==> config.mk <==
export PLATFORM = sky130hd
export DESIGN_NAME = rtd_mul
export DESIGN_NICKNAME = d
export VERILOG_FILES = /design/src/rtl/rtd_pkg.sv /design/src/rtl/rtd_mul.sv
export SDC_FILE = /design/constraint.sdc
export NUM_CORES = 2
export LEC_CHECK = 0
export BUFFER_PORTS_ARGS = -buffer_cell sky130_fd_sc_hd__buf_2
export CORE_MARGIN = 2
export CORE_UTILIZATION = 42
export CTS_BUF_LIST = sky130_fd_sc_hd__clkbuf_4 sky130_fd_sc_hd__clkbuf_8 sky130_fd_sc_hd__clkbuf_16
export DETAILED_ROUTE_END_ITERATION = 7
export GPL_ROUTABILITY_DRIVEN = 0
export GPL_TIMING_DRIVEN = 0
export PLACE_DENSITY_LB_ADDON = 0.12
export SYNTH_ARGS = -nofsm -noshare
export SYNTH_HDL_FRONTEND = slang
export SYNTH_SLANG_ARGS = --single-unit
==> constraint.sdc <==
create_clock -name clk_i -period 14.8 [get_ports clk_i]
set_clock_uncertainty 0.2 [all_clocks]
set_input_delay 0.74 -clock clk_i [delete_from_list [all_inputs] [get_ports clk_i]]
set_output_delay 0.74 -clock clk_i [all_outputs]
set_load 0.01 [all_outputs]
==> src/rtl/rtd_pkg.sv <==
// Shared types, constants and fixed-point helpers for the radial/tangential
// distortion pipeline. No dependencies.
`default_nettype none
package rtd_pkg;

  // Internal values: signed Q.24, clamped to +-(2^40 - 1), with a saturation mark.
  localparam int FX_MAG = 40;
  localparam int FX_W   = FX_MAG + 1;

  localparam logic signed [FX_W-1:0] WIDE_MAX = 41'sd1099511627775;
  localparam logic signed [FX_W:0]   WIDE_MAX_EXT = 42'sd1099511627775;
  localparam logic signed [FX_W-1:0] Q24_ONE  = 41'sd16777216;

  // Divider: 4 quotient bits per stage, 10 stages, plus prep and final registers.
  localparam int DIV_BPS   = 4;
  localparam int DIV_STEPS = FX_MAG / DIV_BPS;
  localparam int DIV_LAT   = DIV_STEPS + 2;

  // Stages after the divider: 16 datapath registers plus the output register.
  localparam int POST_STAGES = 16;
  localparam int PIPE_LAT    = DIV_LAT + POST_STAGES + 1;

  localparam logic [1:0] ST_OK   = 2'd0;
  localparam logic [1:0] ST_ZBAD = 2'd1;
  localparam logic [1:0] ST_SAT  = 2'd2;

  typedef enum logic [2:0] {
    REG_K1 = 3'd0,
    REG_K2 = 3'd1,
    REG_K3 = 3'd2,
    REG_P1 = 3'd3,
    REG_P2 = 3'd4
  } cfg_idx_e;

  typedef struct packed {
    logic                   sat;
    logic signed [FX_W-1:0] v;
  } fx_t;

  typedef struct packed {
    logic signed [31:0] pt_x;
    logic signed [31:0] pt_y;
    logic signed [31:0] pt_z;
  } in_t;

  typedef struct packed {
    logic signed [31:0] dist_x;
    logic signed [31:0] dist_y;
    logic [1:0]         status;
  } out_t;

  function automatic fx_t fx_mk(logic signed [31:0] k);
    fx_t r;
    r.sat = 1'b0;
    r.v   = FX_W'(k);
    return r;
  endfunction

  // Exact add, then clamp; marks propagate.
  function automatic fx_t fx_add(fx_t a, fx_t b);
    logic signed [FX_W:0] s;
    fx_t r;
    s     = (FX_W+1)'(a.v) + (FX_W+1)'(b.v);
    r.sat = a.sat | b.sat;
    if (s > WIDE_MAX_EXT) begin
      r.v   = WIDE_MAX;
      r.sat = 1'b1;
    end else if (s < -WIDE_MAX_EXT) begin
      r.v   = -WIDE_MAX;
      r.sat = 1'b1;
    end else begin
      r.v = s[FX_W-1:0];
    end
    return r;
  endfunction

endpackage
`default_nettype wire

==> src/rtl/rtd_mul.sv <==
// Two-stage Q.24 multiplier with round-half-away and clamp.
// Depends on rtd_pkg.
`default_nettype none
module rtd_mul (
  input  wire logic         clk_i,
  input  wire logic         en_i,
  input  wire rtd_pkg::fx_t a_i,
  input  wire rtd_pkg::fx_t b_i,
  output rtd_pkg::fx_t      p_o
);
  localparam int MW = rtd_pkg::FX_MAG;
  localparam int HW = MW / 2;

  logic [rtd_pkg::FX_W-1:0] a_abs, b_abs;
  logic [MW+HW-1:0]         pp_lo_d, pp_hi_d, pp_lo_q, pp_hi_q;
  logic                     neg_q, zero_q, sat_q;
  logic [2*MW-1:0]          prod;
  logic [2*MW-25:0]         mag_full;
  logic [MW-1:0]            mag;
  logic                     ovf;
  rtd_pkg::fx_t             p_d, p_q;

  // stage 1: split |b| into two halves, two 40x20 partial products
  always_comb begin
    a_abs   = a_i.v[rtd_pkg::FX_W-1] ? -a_i.v : a_i.v;
    b_abs   = b_i.v[rtd_pkg::FX_W-1] ? -b_i.v : b_i.v;
    pp_lo_d = a_abs[MW-1:0] * b_abs[HW-1:0];
    pp_hi_d = a_abs[MW-1:0] * b_abs[MW-1:HW];
  end

  always_ff @(posedge clk_i) begin
    if (en_i) begin
      pp_lo_q <= pp_lo_d;
      pp_hi_q <= pp_hi_d;
      neg_q   <= a_i.v[rtd_pkg::FX_W-1] ^ b_i.v[rtd_pkg::FX_W-1];
      zero_q  <= (a_i.v == '0) || (b_i.v == '0);
      sat_q   <= a_i.sat | b_i.sat;
    end
  end

  // stage 2: sum, round at bit 23, clamp, restore sign
  always_comb begin
    prod     = {pp_hi_q, {HW{1'b0}}} + (2*MW)'(pp_lo_q) + (2*MW)'(24'h800000);
    mag_full = prod[2*MW-1:24];
    ovf      = mag_full > (2*MW-24)'(rtd_pkg::WIDE_MAX);
    mag      = ovf ? rtd_pkg::WIDE_MAX[MW-1:0] : mag_full[MW-1:0];
    if (zero_q) begin
      p_d.v   = '0;
      p_d.sat = 1'b0;
    end else begin
      p_d.v   = neg_q ? -$signed({1'b0, mag}) : $signed({1'b0, mag});
      p_d.sat = sat_q | ovf;
    end
  end

  always_ff @(posedge clk_i) begin
    if (en_i) begin
      p_q <= p_d;
    end
  end

  assign p_o = p_q;

endmodule
`default_nettype wire

==> metrics.md <==
| Metric | Value |
|---|---|
| Run status | `complete, but fails checks` |
| Period Utilization, post-route | `97.14%` |
| R2R Setup Slk | `4320 ps` |
| TritonCTS buffer count | `17` |
| Nets@finish | `8880` |
| Remaining Overflow, GRT | `0` |
| Largest net degree at the start of global routing | `77` |
| Final Setup Violations | `0` |
| Detail Route Antenna Nets | `0` |
| Number of synthesized flops with an enable pin | `145` |
| Rows | `137` |
| Slew Limit Fails | `39` |
| Routed vias | `48310` |
| Unrepaired setup endpoints after global routing | `no` |
| Slew headroom | `-4.795%` |
| Input/output buffers | `123` |
| Ys async rst share | `0%` |
| Clock buffer depth | `2` |
| Syn_area_per_cell | `8.665 um^2` |
| Register area share after synthesis | `7.336%` |
| Ys Warns | `0` |
| Distinct cells, synth | `83` |
| # DRC | `0` |
| Die Wd | `379.9 um` |
| First DRT Iteration DRCs | `4279` |
| F_max | `69.56 MHz` |
| Placed Cells | `8873` |
| Initial antenna violation count | `18` |
| Synth top area cells | `fa_1 46%, inv_1 9.5%, ha_1 8.8%, nand2_1 8.1%, edfxtp_1 7.3%` |
| Actual transition at the worst max-transition pin | `1572 ps` |
| Pre-antenna DRT Iters | `7` |
| Synthesized cell area | `59360 um^2` |
| CTS tree | `done` |
| Syn_nets | `8714` |
| Hold path depth | `2` |
| Post-synthesis register bit count | `145` |
| Synth area leader | `fa_1` |
| WL final | `221700 um` |
| Clk Latency, worst-skew pair | `450 ps` |
| Clock sinks | `145` |
| CP endpoint kind | `register` |
| Area grow syn2layout | `6.914%` |
| Critical path's largest stage delay | `1070 ps` |
| Cts hold-fix bufs | `0` |
| Wire per inst | `24.89 um` |
| Failing checks | `max-capacitance violations, max-slew violations` |
| Slowest-stage cell, CP | `clkbuf_1` |
| DP HPWL | `190600 um` |
| Final hold vios | `0` |
| Max_cap viols | `4` |
| H-Tree Level Count | `4` |
| Chip height | `379.9 um` |
| Critical Path Start Type | `input pin` |
| Core ar. | `139900 um^2` |
| Crit path DAT | `14320 ps` |
| Die Area | `144400 um^2` |
| Share of layout cells above drive strength 1 | `3.643%` |
| CP Data Required Time | `14740 ps` |
| Total GRT Usage | `30.96%` |
| Cell Count, Final, Fillers Out | `8909` |
| Hold Slack | `361.9 ps` |
| Fin area | `63460 um^2` |
| Fin crit period | `14380 ps` |
| Largest fanout on the critical path | `10` |
| IO Pins | `128` |
| Most frequent CP cell | `fa_1` |
| Number of cells on the worst reg-to-reg path | `28` |
| Global-route wire length before repair | `328000 um` |
| Area share of the largest cell type after synthesis | `45.83%` |
| Vias per cell | `5.423` |
| CTS root buffer | `clkbuf_16` |
| Setup TNS | `0 ps` |
| Clk slew on worst S/H paths | `60 ps` |
| Initial core utilization | `42.44%` |
| Ys flop type | `edfxtp_1` |
| Vias in the first global route | `50380` |
| Hold WC Path Type | `input pin to register` |
| Syn Inst Count | `6850` |
| Placed cell area | `62880 um^2` |
| Crit Path Class | `input pin to register` |
## repair_timing
item / in CTS / in global routing
endpoints found under the setup margin: 0 / 9
buffers inserted: 0 / 0
resized for setup: 0 / 1
## layout make-up
| type | count | area [um^2] |
|---|---|---|
| well taps | 1876 | 2347 |
| inverters | 1498 | 5623 |
| fillers | 14190 | 76410 |
| multi-input cells | 4884 | 48340 |
| clock buffers | 17 | 425.4 |
| repair buffers | 147 | 977.2 |
| flip-flops and latches | 145 | 4354 |
| diodes | 6 | 15.01 |
| clock inverters | 13 | 128.9 |
| plain buffers | 323 | 1252 |
## registers in the layout, summed over array words and instances (netlist names)
register and cells:
p_o 42, sat_q 1, neg_q 1, pp_lo_q 40, pp_hi_q 60, zero_q 1
## cell families after synthesis
logic type                 after synthesis  share of synthesized area, %
muxes                                   24                        0.4153
buffers and inverters                 1821                         11.58
DFF                                    145                         7.336
AOI/OAI and AO/OA                      589                         6.339
adders and majority gates             1778                         54.67
xor gates and xnor gates               261                         3.864
and+or+nand+nor                       2232                         15.80
## layout by cell type, fill, tap and decap left out, types with 127 or more instances in the layout
cell / synthesis / routed
buf_2: 17 / 139
edfxtp_1: 145 / 145
nand2_1: 1284 / 1284
a21oi_1: 177 / 177
ha_1: 419 / 419
xnor2_1: 161 / 154
o21ai_0: 127 / 127
fa_1: 1359 / 1359
nor2_1: 572 / 572
inv_1: 1495 / 1495
clkbuf_1: 301 / 298
## critical path, delay by kind of cell
family                   cells  cell delay [ps]
buffers and inverters        9             2730
AND/OR/NAND/NOR             10             2600
XOR/XNOR                     2              760
adder cells (fa/ha/maj)      9             4330
AO/OA/AOI/OAI               10             3120
## path summary, 6_finish.rpt
kind / startpoint / to
worst max-delay path: a_i[0] / pp_lo_q[54]
worst min-delay path: b_i[41] / sat_q
worst max register to register: pp_hi_q[9] / p_o[36]
worst min register to register: sat_q / p_o[41]
## cell usage after synthesis (all sizes together) (37+ instances only)
| cell | n |
|---|---|
| inv | 1495 |
| fa | 1359 |
| nand2 | 1284 |
| nor2 | 572 |
| ha | 419 |
| clkbuf | 301 |
| a21oi | 177 |
| xnor2 | 162 |
| edfxtp | 145 |
| o21ai | 131 |
| xor2 | 99 |
| a21o | 78 |
| and2 | 67 |
| nand3 | 45 |
| nand4 | 38 |
| and3 | 37 |
## layer usage
layer | GRT usage, % | routed length, um | share of wire (%) | vias to the layer above
li1 | - | - | - | 20890
met1 | 40.49 | 87810 | 40 | 24520
met2 | 48.86 | 98680 | 45 | 2423
met3 | 7.367 | 23410 | 11 | 474
met4 | 13.85 | 11770 | 5.3 | 8
met5 | 0 | 36 | 0.016 | -
## through the flow
stage	setup slack [ps]	util, %
after detailed placement	-215.9	44.96
after CTS	229.7	45.35
after floorplan	3541	-
final	423.4	45.37
after global routing	102.4	45.36
after global placement	-25.80	44.55
Power is not shown: default switching activity piles up to over one toggle a cycle in this logic, so the estimate is an artifact.
