### src/rtl/rtd_pkg.sv
// Shared types, constants and fixed-point helpers for the radial/tangential
// distortion pipeline. No dependencies.
`default_nettype none
package rtd_pkg;

  // Internal values: signed Q.24, clamped to +-(2^40 - 1), with a saturation mark.
  localparam int FX_MAG = 40;
  localparam int FX_W   = FX_MAG + 1;

  localparam logic signed [FX_W-1:0] WIDE_MAX = 41'sd1099511627775;
  localparam logic signed [FX_W:0]   WIDE_MAX_EXT = 42'sd1099511627775;
  localparam logic signed [FX_W-1:0] Q24_ONE  = 41'sd16777216;

  // Divider: 4 quotient bits per stage, 10 stages, plus prep and final registers.
  localparam int DIV_BPS   = 4;
  localparam int DIV_STEPS = FX_MAG / DIV_BPS;
  localparam int DIV_LAT   = DIV_STEPS + 2;

  // Stages after the divider: 16 datapath registers plus the output register.
  localparam int POST_STAGES = 16;
  localparam int PIPE_LAT    = DIV_LAT + POST_STAGES + 1;

  localparam logic [1:0] ST_OK   = 2'd0;
  localparam logic [1:0] ST_ZBAD = 2'd1;
  localparam logic [1:0] ST_SAT  = 2'd2;

  typedef enum logic [2:0] {
    REG_K1 = 3'd0,
    REG_K2 = 3'd1,
    REG_K3 = 3'd2,
    REG_P1 = 3'd3,
    REG_P2 = 3'd4
  } cfg_idx_e;

  typedef struct packed {
    logic                   sat;
    logic signed [FX_W-1:0] v;
  } fx_t;

  typedef struct packed {
    logic signed [31:0] pt_x;
    logic signed [31:0] pt_y;
    logic signed [31:0] pt_z;
  } in_t;

  typedef struct packed {
    logic signed [31:0] dist_x;
    logic signed [31:0] dist_y;
    logic [1:0]         status;
  } out_t;

  function automatic fx_t fx_mk(logic signed [31:0] k);
    fx_t r;
    r.sat = 1'b0;
    r.v   = FX_W'(k);
    return r;
  endfunction

  // Exact add, then clamp; marks propagate.
  function automatic fx_t fx_add(fx_t a, fx_t b);
    logic signed [FX_W:0] s;
    fx_t r;
    s     = (FX_W+1)'(a.v) + (FX_W+1)'(b.v);
    r.sat = a.sat | b.sat;
    if (s > WIDE_MAX_EXT) begin
      r.v   = WIDE_MAX;
      r.sat = 1'b1;
    end else if (s < -WIDE_MAX_EXT) begin
      r.v   = -WIDE_MAX;
      r.sat = 1'b1;
    end else begin
      r.v = s[FX_W-1:0];
    end
    return r;
  endfunction

endpackage
`default_nettype wire

### src/rtl/rtd_div.sv
// Pipelined restoring divider: Q16.16 / Q16.16 -> Q.24, rounded half away.
// Depends on rtd_pkg.
`default_nettype none
module rtd_div (
  input  wire logic               clk_i,
  input  wire logic               en_i,
  input  wire logic signed [31:0] num_i,
  input  wire logic        [31:0] den_i,
  output rtd_pkg::fx_t            q_o
);
  localparam int MW = rtd_pkg::FX_MAG;
  localparam int NS = rtd_pkg::DIV_STEPS;

  logic [30:0]   rem_q [0:NS];
  logic [MW-1:0] low_q [0:NS];
  logic [MW-1:0] quo_q [0:NS];
  logic [30:0]   ud_q  [0:NS];
  logic          neg_q [0:NS];
  logic          ovf_q [0:NS];

  logic [31:0]      un;
  logic [30:0]      ud;
  logic [MW+15:0]   nw;
  rtd_pkg::fx_t     q_d, q_q;
  logic [MW-1:0]    mag;

  // prep: numerator scaled by 2^24 plus half the divisor; top bits decide overflow
  always_comb begin
    un = num_i[31] ? 32'(-num_i) : 32'(num_i);
    ud = den_i[30:0];
    nw = {un, 24'h0} + (MW+16)'(ud >> 1);
  end

  always_ff @(posedge clk_i) begin
    if (en_i) begin
      rem_q[0] <= 31'(nw[MW+15:MW]);
      low_q[0] <= nw[MW-1:0];
      quo_q[0] <= '0;
      ud_q[0]  <= ud;
      neg_q[0] <= num_i[31];
      ovf_q[0] <= {15'h0, nw[MW+15:MW]} >= ud;
    end
  end

  for (genvar k = 1; k <= NS; k++) begin : g_step
    logic [30:0]   rem;
    logic [MW-1:0] low;
    logic [MW-1:0] quo;
    logic [31:0]   trial;

    always_comb begin
      rem = rem_q[k-1];
      low = low_q[k-1];
      quo = quo_q[k-1];
      for (int j = 0; j < rtd_pkg::DIV_BPS; j++) begin
        trial = {rem, low[MW-1]};
        low   = {low[MW-2:0], 1'b0};
        if (trial >= {1'b0, ud_q[k-1]}) begin
          rem = 31'(trial - {1'b0, ud_q[k-1]});
          quo = {quo[MW-2:0], 1'b1};
        end else begin
          rem = trial[30:0];
          quo = {quo[MW-2:0], 1'b0};
        end
      end
    end

    always_ff @(posedge clk_i) begin
      if (en_i) begin
        rem_q[k] <= rem;
        low_q[k] <= low;
        quo_q[k] <= quo;
        ud_q[k]  <= ud_q[k-1];
        neg_q[k] <= neg_q[k-1];
        ovf_q[k] <= ovf_q[k-1];
      end
    end
  end

  always_comb begin
    mag     = ovf_q[NS] ? rtd_pkg::WIDE_MAX[MW-1:0] : quo_q[NS];
    q_d.sat = ovf_q[NS];
    q_d.v   = neg_q[NS] ? -$signed({1'b0, mag}) : $signed({1'b0, mag});
  end

  always_ff @(posedge clk_i) begin
    if (en_i) begin
      q_q <= q_d;
    end
  end

  assign q_o = q_q;

endmodule
`default_nettype wire

### config.mk
export PLATFORM = sky130hd
export DESIGN_NAME = rtd_div
export DESIGN_NICKNAME = d
export VERILOG_FILES = /design/src/rtl/rtd_pkg.sv /design/src/rtl/rtd_div.sv
export SDC_FILE = /design/constraint.sdc
export NUM_CORES = 2
export LEC_CHECK = 0
export BUFFER_PORTS_ARGS = -buffer_cell sky130_fd_sc_hd__buf_2
export CELL_PAD_IN_SITES_DETAIL_PLACEMENT = 0
export CELL_PAD_IN_SITES_GLOBAL_PLACEMENT = 2
export CORE_ASPECT_RATIO = 1.1
export CORE_MARGIN = 2
export CORE_UTILIZATION = 42
export CTS_CLUSTER_DIAMETER = 30
export CTS_CLUSTER_SIZE = 16
export DETAILED_ROUTE_END_ITERATION = 10
export GPL_TIMING_DRIVEN = 1
export PLACE_DENSITY = 0.94
export SKIP_CTS_REPAIR_TIMING = 1
export SLEW_MARGIN = 20
export SYNTH_ARGS = -nofsm -noshare
export SYNTH_HDL_FRONTEND = slang
export SYNTH_SLANG_ARGS = --single-unit
export TNS_END_PERCENT = 20
### constraint.sdc
create_clock -name clk_i -period 17.82 [get_ports clk_i]
set_input_delay 1.782 -clock clk_i [delete_from_list [all_inputs] [get_ports clk_i]]
set_output_delay 1.782 -clock clk_i [all_outputs]
set_load 0.03 [all_outputs]
==> impl_results.md <==
* Status: complete, no violations
* CTS tree: done
* R2R cell count at 53
* Slew at the pin closest to its max-slew limit at 1.14 ns
* CTS Buf Count at 207
* Final Hold Fails at 0
* Avg Inst Size Synth at 8.65 µm²
* # IOs at 108
* Post-Synthesis Net Count at 13650
* Critical Path End Type: flip-flop
* Max_cap viols at 0
* Hold EP: quo_q[6][10]
* Mapped Area at 0.106 mm²
* Clk slew on worst S/H paths at 0.05 ns
* Crit Path Max Fanout at 47
* Worst path slowest cell: o211a_1
* Synthesis-to-finish area growth at 10.7%
* Vias in the first global route at 90343
* Final Instance Count excl. Fillers at 15855
* Final ANT Viol Nets at 0
* Setup violations, final at 0
* Post-DR wirelength/cell at 21.6 µm
* Total gr overflow at 0
* Hold path startpoint: quo_q[5][6]
* Skew final at 0.128 ns
* Number of synthesized flops with an enable pin at 929
* Share of cells above drive strength 1 at 0.0963
* Reg-to-reg slack, setup at 1.84 ns
* Synth unique cells at 91
* DR DRC count at 0
* Clock Sinks at 929
* FFs w/ async S/R, synth at 0
* CORE AREA at 0.252 mm²
* CP Data Required Time at 18.37 ns
* Achievable Freq at 62.6 MHz
* Fillers at 24108
* Final Cycle Share at 0.897
* Crit path DAT at 16.54 ns
* Top cell by count, worst path: inv_1
* Hold WC Path Type: reg2reg
* Starting DRC count in detailed routing at 8344
* PortBufs at 106
* Mapped Cells at 12294
* Sequential-to-total area share from yosys stat at 0.262
* H-tree Lvls at 4
* WHS Path Cells at 0
* Total negative slack at 0 ns
* Skew-Pair Late Insertion Delay at 0.89 ns
* Antenna violations before repair at 10
* CTS max path bufs at 4
* DIE AREA at 0.257 mm²
* Final Wtd Congestion at 0.941
* Die height at 532 µm
* #FFs+latches synth at 929
* Top_reg_cell synth: edfxtp_1
* Worst R2R Start: ud_q[5][20]
* Final HPWL DP at 277000 µm
* Crit path time final at 15.98 ns
* First-pass GRT wire length at 523000 µm
* Vias/cell at 6.01
* Critical R2R Capture: rem_q[6][29]
* Crit-path max cell delay at 0.69 ns
* DRT Pass-1 Iters at 6
* Pins Over Slew Limit at 0
* Critical path class: reg2reg
* RSZ-0062 raised after global routing: no
* Row count at 193
* GRT Total Usage at 0.254
* Largest net degree at the start of global routing at 193
* CTS root buf: clkbuf_16
* Aggregate routed wire length at 342000 µm
* Initial Util at 0.423
* Startpoint Class: flip-flop
* Via count at 95299
* Die width at 484 µm
* Max_slew headroom at 0.230
* Placed cell count at 15476
* Yosys warnings at 0
* Final nets at 13728
cells in the mapped netlist, drive strengths merged, types with 37 or more instances:
library cell	instances	area [µm²]
inv	729	2740
nor4	58	378
nand2	933	3500
nor2b	180	1130
o221ai	52	455
o31ai	97	728
buf	56	238
nand3	275	1380
a211oi	147	1100
or2	60	375
edfxtp	929	27900
o21a	185	1390
fa	40	801
or3	77	482
clkbuf	274	1030
and3	107	669
a21o	618	4640
xnor2	675	5910
o31a	37	324
xor2	363	3180
nand2b	174	1090
o21bai	143	1070
a22oi	41	308
ha	1250	15600
o21ai	834	4170
and4	41	359
and2	70	438
a31oi	115	719
mux2i	99	991
a21boi	64	480
mux2	509	5730
nand4	186	1160
a211o	54	474
o211ai	97	728
nor2	843	3170
nor3	209	1050
a21oi	1129	5650
routing by layer:
metal  track usage  routed length [µm]  vias to the layer above  share of wire
met1         0.341              152000                    45597           0.45
met4        0.0868               12300                        0          0.036
met2         0.422              158000                     2779           0.46
met3        0.0284               19200                      561          0.056
met5             0                   0                        -              0
li1              -                   -                    46362              -
worst max-delay path by stage:
| stage | from | to | slack (ns) | cells past startpoint |
|---|---|---|---|---|
| detailed placement | ud_q[1][1] | rem_q[2][28] | 1.87 | 46 |
| global route | ud_q[5][20] | rem_q[6][29] | 0.70 | 53 |
| global placement | ud_q[1][1] | rem_q[2][12] | 2.06 | 46 |
| CTS | ud_q[1][1] | rem_q[2][12] | 1.85 | 46 |
| floorplan | ud_q[1][1] | rem_q[2][10] | 5.39 | 54 |
| finish | ud_q[5][20] | rem_q[6][29] | 1.84 | 53 |
worst max-delay path: cells and delay by family, from the launching register on:
| family | cells | cell delay [ns] |
|---|---|---|
| AOI/OAI and AO/OA | 32 | 9.09 |
| adders and majority gates | 5 | 1.86 |
| buffers and inverters | 8 | 2.25 |
| DFF | 1 | 0.43 |
| and+or+nand+nor | 8 | 1.98 |
area by class of cell:
| class | instances | area, µm² | share of cell area |
|---|---|---|---|
| Multi-Input combinational cell | 10301 | 74600 | 0.634 |
| Sequential cell | 929 | 27900 | 0.237 |
| Inverter | 734 | 2760 | 0.0234 |
| Clock buffer | 230 | 5310 | 0.0451 |
| Tap cell | 3315 | 4150 | 0.0352 |
| Antenna cell | 3 | 7.51 | 0.0000638 |
| Timing Repair Buffer | 199 | 1290 | 0.0110 |
| Clock inverter | 144 | 1660 | 0.0141 |
layout by cell type, fill, tap and decap left out, types with 509 or more instances in the layout:
cell type	netlist	final
edfxtp_1	929	929
nor2_1	842	841
a21oi_1	1129	1128
xnor2_1	675	675
mux2_2	509	509
ha_1	1250	1250
a21o_1	618	618
o21ai_0	828	827
nand2_1	933	933
inv_1	721	720
registers in the layout, indices dropped and copies added, names as in the netlist:
register / count
ud_q: 286
low_q: 64
ovf_q: 11
neg_q: 11
quo_q: 220
q_o: 42
rem_q: 295
stage by stage:
step / hold slack (ns) / instance area [µm²] / setup WS [ns] / utilization
global placement: 0.401 / 111000 / 2.06 / 0.440
global route: 0.368 / 118000 / 0.704 / 0.468
CTS: 0.354 / 118000 / 1.85 / 0.468
floorplan: 0.400 / 106000 / 5.39 / -
detailed placement: 0.405 / 111000 / 1.87 / 0.440
finish: 0.361 / 118000 / 1.84 / 0.468
logic make-up after synthesis:
family,Yosys count,synth area share
buffers and inverters,1064,0.0378
and+or+nand+nor,3343,0.153
DFF,929,0.262
xor gates and xnor gates,1038,0.0855
adders and majority gates,1290,0.155
muxes,608,0.0632
AOI/OAI and AO/OA,4022,0.244
Power is not shown: default switching activity piles up to over one toggle a cycle in this logic, so the estimate is an artifact.
